==> config.mk <==
export PLATFORM = sky130hd
export DESIGN_NAME = abd_controller
export DESIGN_NICKNAME = d
export VERILOG_FILES = /design/src/abd_pkg.sv /design/src/abd_controller.sv
export SDC_FILE = /design/constraint.sdc
export NUM_CORES = 1
export LEC_CHECK = 0
export BUFFER_PORTS_ARGS = -buffer_cell sky130_fd_sc_hd__buf_2
export CAP_MARGIN = 20
export CORE_ASPECT_RATIO = 0.9
export CORE_UTILIZATION = 37
export DETAILED_ROUTE_END_ITERATION = 12
export HOLD_SLACK_MARGIN = 0.05
export PLACE_DENSITY_LB_ADDON = 0.12
export SLEW_MARGIN = 25
export SYNTH_ARGS = -nofsm -noshare
export SYNTH_HDL_FRONTEND = slang
export SYNTH_SLANG_ARGS = --single-unit
==> constraint.sdc <==
create_clock -name clock -period 2.6 [get_ports clock]
set_input_delay 0.52 -clock clock [delete_from_list [all_inputs] [get_ports clock]]
set_output_delay 0.52 -clock clock [all_outputs]
set_load 0.01 [all_outputs]
==> src/abd_pkg.sv <==
// shared types and constants for the audio beat detector
`timescale 1ns / 1ps
`default_nettype none
package abd_pkg;

   localparam int DataWidth    = 32;
   localparam int CoefWidth    = 32;
   localparam int DecWidth     = 16;
   localparam int GainWidth    = 10;
   localparam int HistoryDepthDefault = 9;

   localparam logic signed [CoefWidth-1:0] C_BASS_IN = 32'sd117993607;
   localparam logic signed [CoefWidth-1:0] C_BASS_Y2 = -32'sd854704936;
   localparam logic signed [CoefWidth-1:0] C_BASS_Y1 = 32'sd1922333318;
   localparam logic signed [CoefWidth-1:0] C_ENV_IN  = 32'sd6710886;
   localparam logic signed [CoefWidth-1:0] C_ENV_Y1  = 32'sd1060332861;
   localparam logic signed [CoefWidth-1:0] C_SM_PREV = 32'sd1063004406;
   localparam logic signed [CoefWidth-1:0] C_SM_NEW  = 32'sd10737418;
   localparam logic signed [CoefWidth-1:0] C_BEAT_IN = 32'sd153063696;
   localparam logic signed [CoefWidth-1:0] C_BEAT_Y2 = -32'sd769858042;
   localparam logic signed [CoefWidth-1:0] C_BEAT_Y1 = 32'sd1551949227;

   localparam logic [DecWidth-1:0]  DecimationReset = 16'd62;
   localparam logic [GainWidth-1:0] GainReset       = 10'd145;
   localparam logic [GainWidth-1:0] OffsetReset     = 10'd45;

   localparam logic [1:0] RegDecimation = 2'd0;
   localparam logic [1:0] RegGain       = 2'd1;
   localparam logic [1:0] RegOffset     = 2'd2;

   // datapath operations, one per controller step
   typedef enum logic [4:0] {
      OP_NONE,
      OP_LOAD,       // scale sample into x
      OP_MUL_BIN,    // acc = round(c*x)
      OP_SAT_XS,     // xs = sat(acc), acc = xs - bass_in_hist0
      OP_MUL_BY2,    // acc += round(c*y2)
      OP_MUL_BY1,    // acc += round(c*y1)
      OP_BASS_DONE,  // y = sat, shift history, mag
      OP_MUL_EIN,    // acc = round(c*mag)
      OP_SAT_XE,     // xe = sat(acc), acc = env_in_prev + xe
      OP_MUL_EY1,
      OP_ENV_DONE,   // ye = sat, x = ye
      OP_MUL_SMP,
      OP_MUL_SMN,
      OP_SM_DONE,
      OP_MUL_TIN,
      OP_SAT_BX,
      OP_MUL_TY2,
      OP_MUL_TY1,
      OP_BEAT_DONE,  // by = sat, start history sum
      OP_SUM,        // add one history entry
      OP_DIV,        // one 16-bit chunk of the reciprocal multiply
      OP_JUDGE_MUL,
      OP_JUDGE
   } op_type;

   typedef struct packed {
      op_type op;
      logic   clear;    // reset sum / divider step count
   } dp_cmd_type;

   typedef struct packed {
      logic sum_last;
      logic div_last;
   } dp_status_type;

   function automatic logic signed [DataWidth-1:0] sat32(input logic signed [65:0] v);
      if (v > 66'sd2147483647) return 32'sh7fffffff;
      if (v < -66'sd2147483648) return 32'sh80000000;
      return v[DataWidth-1:0];
   endfunction

endpackage
`default_nettype wire

==> src/abd_controller.sv <==
// controller: steps the shared datapath through one sample
`timescale 1ns / 1ps
`default_nettype none
module abd_controller import abd_pkg::*; (
   input  wire logic                 clock,
   input  wire logic                 reset,
   input  wire logic                 in_valid,
   output logic                      in_ready,
   output logic                      out_valid,
   input  wire logic                 out_ready,
   input  wire logic [DecWidth-1:0]  decimation,
   output dp_cmd_type                cmd,
   input  wire dp_status_type        status,
   output logic                      upd_out
);
   typedef enum logic [1:0] {S_IDLE, S_RUN, S_OUT} state_type;

   state_type          state_ff;
   op_type             op_ff;
   logic               clear_ff, upd_ff, out_valid_ff;
   logic [DecWidth-1:0] cnt_ff, cnt_inc, limit;

   assign limit   = (decimation == '0) ? DecWidth'(1) : decimation;
   assign cnt_inc = cnt_ff + DecWidth'(1);
   assign in_ready = (state_ff == S_IDLE) || (state_ff == S_OUT && out_ready);
   // the sample is loaded at the edge that accepts it
   assign cmd.op    = (state_ff == S_RUN) ? op_ff :
                      ((in_valid && in_ready) ? OP_LOAD : OP_NONE);
   assign cmd.clear = clear_ff;
   assign out_valid = out_valid_ff;
   assign upd_out   = upd_ff;

   always_ff @(posedge clock) begin
      if (reset) begin
         state_ff <= S_IDLE; op_ff <= OP_NONE; clear_ff <= 1'b0;
         upd_ff <= 1'b0; out_valid_ff <= 1'b0; cnt_ff <= '0;
      end else begin
         clear_ff <= 1'b0;
         if (out_valid_ff && out_ready) out_valid_ff <= 1'b0;
         unique case (state_ff)
            S_IDLE, S_OUT: begin
               if (state_ff == S_OUT && out_ready) state_ff <= S_IDLE;
               if (in_valid && in_ready) begin
                  state_ff <= S_RUN; op_ff <= OP_MUL_BIN;
               end
            end
            S_RUN: begin
               unique case (op_ff)
                  OP_MUL_BIN:  op_ff <= OP_SAT_XS;
                  OP_SAT_XS:   op_ff <= OP_MUL_BY2;
                  OP_MUL_BY2:  op_ff <= OP_MUL_BY1;
                  OP_MUL_BY1:  op_ff <= OP_BASS_DONE;
                  OP_BASS_DONE: op_ff <= OP_MUL_EIN;
                  OP_MUL_EIN:  op_ff <= OP_SAT_XE;
                  OP_SAT_XE:   op_ff <= OP_MUL_EY1;
                  OP_MUL_EY1:  op_ff <= OP_ENV_DONE;
                  OP_ENV_DONE: op_ff <= OP_MUL_SMP;
                  OP_MUL_SMP:  op_ff <= OP_MUL_SMN;
                  OP_MUL_SMN:  op_ff <= OP_SM_DONE;
                  OP_SM_DONE: begin
                     if (cnt_inc >= limit) begin
                        cnt_ff <= '0; upd_ff <= 1'b1; op_ff <= OP_MUL_TIN;
                     end else begin
                        cnt_ff <= cnt_inc; upd_ff <= 1'b0;
                        state_ff <= S_OUT; out_valid_ff <= 1'b1; op_ff <= OP_NONE;
                     end
                  end
                  OP_MUL_TIN:  op_ff <= OP_SAT_BX;
                  OP_SAT_BX:   op_ff <= OP_MUL_TY2;
                  OP_MUL_TY2:  op_ff <= OP_MUL_TY1;
                  OP_MUL_TY1:  op_ff <= OP_BEAT_DONE;
                  OP_BEAT_DONE: begin op_ff <= OP_SUM; clear_ff <= 1'b1; end
                  OP_SUM: if (status.sum_last) begin
                     op_ff <= OP_DIV; clear_ff <= 1'b1;
                  end
                  OP_DIV: if (status.div_last) op_ff <= OP_JUDGE;
                  OP_JUDGE: begin
                     state_ff <= S_OUT; out_valid_ff <= 1'b1; op_ff <= OP_NONE;
                  end
                  default: op_ff <= OP_NONE;
               endcase
            end
            default: state_ff <= S_IDLE;
         endcase
      end
   end
endmodule
`default_nettype wire

==> results.md, run 1 <==
- Nets@finish: 387
- Cell count after synthesis: 273
- Final setup violation count: 22
- Latest clock arrival within the worst-skew pair: 0.28 ns
- First-pass GRT wire length: 8460 microns
- Antenna violations before repair: 0
- Die Y: 73.7 microns
- MaxCap Viol Count: 0
- Mean Syn Cell Area: 7.73 sq um
- Clock Skews: 0.00409 ns
- CTS sink count: 26
- Post-synthesis register bit count: 26
- Vias per cell: 4.98
- Switch share: 26.8%
- Initial drt markers: 95
- Slack of the critical path: -0.186 ns
- Leading cell type in the layout, fill and taps excluded: buf_4
- Fraction of layout cells with a size suffix above 1: 38.3%
- Vias: 2061
- Fin crit period: 2.79 ns
- CP required: 2.77 ns
- Clock-pin transition on the worst setup and hold timing paths: 0.10 ns
- Crit-path cells: nand3_2 > nor3_4 > and3_4 > buf_4 > xor2_1 > ha_1 > nand4_1 > nor2_1 > nor4_2 > buf_4 > nand3_4 > buf_6 > a221oi_2 > nor2_1
- Yosys cell types: 52
- Slowest stage cell on the critical path: dfxtp_4
- Fillers: 516
- FF-to-FF path depth: 14
- Total wire length: 5170 microns
- Combinational share of power: 18.1%
- Core area: 0.00538 sq mm
- Pre-CTS worst setup slack: -0.209 ns
- Family with the most delay on the worst path: simple AND/OR/NAND/NOR gates
- Seq/Total Area, Yosys: 24.7%
- Total area of sequential cells: 541 sq um
- Area Overhead vs Synth: 39.4%
- Int Pwr: 0.000644 W
- Area taken by multi-input logic gates: 0.00161 sq mm
- Bufs and invs on worst path: 3
- Levels on crit path: 14
- Final Hold Fails: 0
- Critical path class: reg2reg
- Synth Cell Area: 0.00211 sq mm
- Main synth FF type: dfxtp_1
- Slew Viols, Final: 0
- Drt drc: 0
- Util after Layout: 54.7%
- Largest net degree at the start of global routing: 16
- Slew margin rel.: 69.1%
- Psw: 0.000235 W
- Input/output buffers: 30
- Cell Pwr Density: 299 mW/mm^2
- Actual slew at the worst max-slew pin: 0.463 ns
- Maximum VDD drop: 0.218 mV
- Bufs on Longest Clock Path: 2
- Hold_buf cts: 0
- Ys async rst share: 0%
- Vias in the first global route: 1851
- Num CTS Buffers: 3
- WP data arrival: 2.95 ns
- Status: finished with violations
- Commonest cells after routing, fill and taps aside: 47 x buf_4, 30 x buf_2, 26 x nor2_1
- Lkg Pwr: 1.27 nW
- CP endpoint kind: flop
- Ys Warns: 0
- Root buffer cell: clkbuf_8
- Startpoint Class: flop
- Gr ovfl total: 0
- Final worst-path cycle share: 107%
- Cells on Worst Hold Path: 2
- WL per Instance: 12.5 microns
- Hold Crit Class: in2reg
- Num ports: 31
- ANT cells: 0
- CP max stage delay: 0.39 ns
- Die W: 81.6 microns
- Sequential Power Share: 47.1%
- FMAX: 0.359 GHz
- RSZ-0062 raised after global routing: true
- Crit Path Max Fanout: 6
- Setup TNS: -3.13 ns
- Routed Antenna Nets: 0
- TritonCTS clock tree: built
- Clk network pwr share: 34.8%
- Total GRT Usage: 18.4%
- Die area: 0.00601 sq mm
- Htree depth: 1
- Post-synth EDFFs: 0
- Hpwl dp: 3880 microns
- Failing checks: setup timing
- Final GP Congestion: 0.942
- First-pass DRT Iterations: 4
- Starting density of the core: 39.2%
- Net Count, Synth: 312
- Rows: 25
routing by layer:
| layer | GRT usage [%] | up-vias | wire length [microns] |
|---|---|---|---|
| met4 | 3.70 | 0 | 27 |
| met2 | 26.9 | 34 | 2150 |
| met1 | 27.6 | 927 | 2810 |
| li1 | - | 1098 | - |
| met5 | 0 | - | 0 |
| met3 | 3.73 | 2 | 183 |
final cells by class:
cell class,count,area share (%)
timing repair buffer,80,19.0
inverter,23,2.93
multi-input combinational,214,54.6
sequential,26,18.4
tap,67,2.85
clock buffer,4,2.25
worst register-to-register path: stages (launching register included):
cell	delay (ns)
dfxtp_4	0.39
nand3_2	0.11
nor3_4	0.19
and3_4	0.21
buf_4	0.11
xor2_1	0.15
ha_1	0.26
nand4_1	0.18
nor2_1	0.09
nor4_2	0.26
buf_4	0.17
nand3_4	0.09
buf_6	0.15
a221oi_2	0.23
nor2_1	0.07
synth_stat cells (all sizes together), types with 2 or more instances:
cell	instances	share of area (%)
a2111oi	2	0.89
a211oi	2	0.95
a21o	2	0.71
a21oi	19	4.7
a221oi	2	0.83
a31oi	2	0.59
and2	2	0.59
and3	4	1.2
buf	7	2.3
clkbuf	3	0.53
dfxtp	26	25
ha	17	10
inv	23	4.1
nand2	25	4.4
nand2b	5	1.6
nand3	10	2.6
nand3b	2	0.71
nand4	5	1.5
nor2	41	11
nor2b	2	0.59
nor3	11	2.8
nor4	6	2.1
o21a	3	1.1
o21ai	10	2.4
o22ai	3	0.89
xnor2	13	5.4
xor2	15	6.2
kinds of logic after synthesis:
group | share of synthesized area [%]
compound gates | 15.6
xor+xnor | 11.6
fa+ha+maj | 10.1
buf+inv | 6.93
flops | 24.7
simple gates | 31.1
repair_timing:
action | CTS | global route
cloned | 0 | 1
setup endpoints to repair | 22 | 23
buffers inserted | 2 | 3
resized for setup | 14 | 10
pin swaps | 16 | 14
endpoints found under the hold margin | 0 | 0
through the flow:
stage / power (W) / instances / hold slack [ns] / instance area, sq um
2_1_floorplan: 0.000513 / 273 / 0.472 / 2190
3_3_place_gp: 0.000567 / 404 / 0.483 / 2700
3_5_place_dp: 0.000566 / 404 / 0.479 / 2700
4_1_cts: 0.000879 / 410 / 0.457 / 2850
5_1_grt: 0.000922 / 414 / 0.480 / 2940
6_report: 0.000880 / 414 / 0.466 / 2940
path summary, 6_finish.rpt:
check | to | startpoint | slack (ns)
setup / recovery | state_ff[0]$_SDFFE_PP0P_ | cnt_ff[1]$_SDFFE_PP0P_ | -0.19
hold / removal | clear_ff$_SDFF_PP0_ | status[1] | 0.47
setup reg to reg | state_ff[0]$_SDFFE_PP0P_ | cnt_ff[1]$_SDFFE_PP0P_ | -0.19
hold reg to reg | upd_out$_SDFFE_PP0P_ | upd_out$_SDFFE_PP0P_ | 0.49
flip-flops by register name (all words and copies together), names as in the netlist:
| register | flops |
|---|---|
| cnt_ff | 16 |
| op_ff | 5 |
| state_ff | 2 |
| clear_ff | 1 |
| out_valid | 1 |
| upd_out | 1 |
power groups by stage:
| stage | clock, W | sequential, W | combinational (W) |
|---|---|---|---|
| after floorplan | 0 | 0.000416 | 0.0000970 |
| after global placement | 0 | 0.000425 | 0.000141 |
| after detailed placement | 0 | 0.000424 | 0.000142 |
| after CTS | 0.000316 | 0.000414 | 0.000149 |
| after global routing | 0.000329 | 0.000416 | 0.000176 |
| final | 0.000306 | 0.000415 | 0.000159 |
(Power assumes the default switching activity.)
==> run 2, diff against run 1 <==
--- a/config.mk
+++ b/config.mk
@@ -8,7 +8,7 @@
 export BUFFER_PORTS_ARGS = -buffer_cell sky130_fd_sc_hd__buf_2
 export CAP_MARGIN = 20
 export CORE_ASPECT_RATIO = 0.9
-export CORE_UTILIZATION = 37
+export CORE_UTILIZATION = 35
 export DETAILED_ROUTE_END_ITERATION = 12
 export HOLD_SLACK_MARGIN = 0.05
 export PLACE_DENSITY_LB_ADDON = 0.12
==> results.md, run 2 (same netlist as run 1, synthesis figures left out) <==
- Total wire length: 5040 microns (was 5170 microns)
- Final instance area: 0.00298 sq mm (was 0.00294 sq mm)
- Top Layer Used: met4 (unchanged)
- Clock Skews: 0.00817 ns (was 0.00409 ns)
- Post-DP Area: 0.00274 sq mm (was 0.00270 sq mm)
- Die Y: 75.7 microns (was 73.7 microns)
- Status: finished with violations (unchanged)
- CTS sink count: 26 (unchanged)
- Num CTS Buffers: 3 (unchanged)
- Area Overhead vs Synth: 41.0% (was 39.4%)
- Initial drt markers: 84 (was 95)
- Min-delay src: status[1] (unchanged)
- Largest net degree at the start of global routing: 15 (was 16)
- RSZ-0062 raised after global routing: true (unchanged)
- CP required: 2.76 ns (was 2.77 ns)
- Nets@finish: 388 (was 387)
- Maximum VDD drop: 0.214 mV (was 0.218 mV)
- Die area: 0.00635 sq mm (was 0.00601 sq mm)
- Leading cell type in the layout, fill and taps excluded: buf_4 (unchanged)
- Cell Pwr Density: 279 mW/mm^2 (was 299 mW/mm^2)
- CP max stage delay: 0.39 ns (about the same)
- Pre-CTS worst setup slack: -0.374 ns (was -0.209 ns)
- Root buffer cell: clkbuf_8 (unchanged)
- Drt drc: 0 (unchanged)
- MaxCap Viol Count: 0 (unchanged)
- Input/output buffers: 30 (unchanged)
- Crit-path cells: nand3_4 > nor3_4 > and3_4 > nand3_4 > xnor2_2 > ha_1 > nand4_1 > nor3_2 > nand3b_1 > nand3_4 > buf_6 > o21ai_1 > a32o_1 (was nand3_2 > nor3_4 > and3_4 > buf_4 > xor2_1 > ha_1 > nand4_1 > nor2_1 > nor4_2 > buf_4 > nand3_4 > buf_6 > a221oi_2 > nor2_1)
- Clock-pin transition on the worst setup and hold timing paths: 0.09 ns (was 0.10 ns)
- Cells on Worst Hold Path: 2 (unchanged)
- Final GP Congestion: 0.909 (was 0.942)
- Final Hold Fails: 0 (unchanged)
- Bufs on Longest Clock Path: 2 (unchanged)
- Total GRT Usage: 16.6% (was 18.4%)
- Actual slew at the worst max-slew pin: 0.474 ns (was 0.463 ns)
- Max FFs per register: 16 (unchanged)
- Gr ovfl total: 0 (unchanged)
- Routed length on met1: 2650 microns (was 2810 microns)
- FF-to-FF Start: cnt_ff[0]$_SDFFE_PP0P_ (was cnt_ff[1]$_SDFFE_PP0P_)
- First-pass GRT wire length: 8460 microns (unchanged)
- Startpoint Class: flop (unchanged)
- Fraction of layout cells with a size suffix above 1: 40.2% (was 38.3%)
- Fillers: 563 (was 516)
- Vias: 2132 (was 2061)
- Commonest cells after routing, fill and taps aside: 49 x buf_4, 30 x buf_2, 26 x nor2_1 (was 47 x buf_4, 30 x buf_2, 26 x nor2_1)
- CP endpoint kind: flop (unchanged)
- Non-Filler Instances: 418 (was 414)
- Cell count after placement: 412 (was 404)
- Beginning of the critical path: cnt_ff[0]$_SDFFE_PP0P_ (was cnt_ff[1]$_SDFFE_PP0P_)
- Hold_buf cts: 0 (unchanged)
- Biggest regs: cnt_ff (16), op_ff (5), state_ff (2) (unchanged)
- First-pass DRT Iterations: 4 (unchanged)
- Vias per cell: 5.10 (was 4.98)
- WL met2: 2160 microns (was 2150 microns)
- Slowest stage cell on the critical path: dfxtp_4 (unchanged)
- Starting density of the core: 36.7% (was 39.2%)
- Slew margin rel.: 68.2% (was 69.1%)
- Final worst-path cycle share: 104% (was 107%)
- Core area: 0.00576 sq mm (was 0.00538 sq mm)
- Failing checks: setup timing (unchanged)
- Crit Path Max Fanout: 6 (unchanged)
- Hold Crit Class: in2reg (unchanged)
- Fin crit period: 2.70 ns (was 2.79 ns)
- Antenna violations before repair: 0 (unchanged)
- Latest clock arrival within the worst-skew pair: 0.27 ns (was 0.28 ns)
- Most common cell on crit path: nand3_4
- Final setup violation count: 19 (was 22)
- Lkg Pwr: 1.29 nW (was 1.27 nW)
- Num ports: 31 (unchanged)
- WP data arrival: 2.87 ns (was 2.95 ns)
- FMAX: 0.370 GHz (was 0.359 GHz)
- Vias in the first global route: 1873 (was 1851)
- Rows: 26 (was 25)
- Final Power: 0.000831 W (was 0.000880 W)
- Die W: 83.9 microns (was 81.6 microns)
- Routed Antenna Nets: 0 (unchanged)
- TritonCTS clock tree: built (unchanged)
- FF-to-FF path depth: 13 (was 14)
- Top reg by flops: cnt_ff (unchanged)
- Slack of the critical path: -0.105 ns (was -0.186 ns)
- Htree depth: 1 (unchanged)
- ANT cells: 0 (unchanged)
- Hpwl dp: 3950 microns (was 3880 microns)
- Critical path class: reg2reg (unchanged)
- Slew Viols, Final: 0 (unchanged)
- Met3 routed wirelength: 212 microns (was 183 microns)
- Util after Layout: 51.7% (was 54.7%)
- WL per Instance: 12.1 microns (was 12.5 microns)
==> run 2: report_power, final <==
part	internal (W)	total (W)	switching, W
Sequential	0.000400	0.000413	0.0000127
Combinational	0.0000744	0.000158	0.0000841
Clock	0.000135	0.000260	0.000125
==> run 2: critical path, delay by kind of cell, from the launching register on <==
kind,cells,cell delay [ns]
AND/OR/NAND/NOR,8,1.28
flip-flops,1,0.39
AO/OA/AOI/OAI,2,0.34
adder cells (fa/ha/maj),1,0.31
XOR/XNOR,1,0.14
buffers and inverters,1,0.14
==> run 2: layer usage <==
metal  track usage [%]  up-vias
li1                  -     1104
met1              23.6      971
met2              26.8       55
met3              3.14        2
met4              2.87        0
met5                 0        -
==> run 2: worst paths after layout <==
check | to | slack (ns)
worst max-delay path | cnt_ff[10]$_SDFFE_PP0P_ | -0.10
worst min-delay path | clear_ff$_SDFF_PP0_ | 0.48
worst max register to register | cnt_ff[10]$_SDFFE_PP0P_ | -0.10
worst min register to register | out_valid$_SDFF_PP0_ | 0.49
==> run 2: cell type report <==
cell class / instances / area [sq um] / area share [%]
flip-flops and latches: 26 / 543 / 18.3
repair buffers: 81 / 549 / 18.5
clock buffers: 4 / 55.1 / 1.85
multi-input cells: 214 / 1650 / 55.6
well taps: 70 / 87.6 / 2.94
inverters: 23 / 86.3 / 2.90
==> run 2: repair_timing <==
action	CTS	global route
pin swaps	18	17
endpoints found under the setup margin	22	23
resized for setup	19	16
buffers inserted	3	1
==> run 2: through the flow <==
stage / setup TNS (ns) / hold WS (ns)
global placement: -6.01 / 0.487
finish: -0.594 / 0.482
detailed placement: -5.60 / 0.484
CTS: -1.64 / 0.471
global route: -3.86 / 0.468
floorplan: 0 / 0.472
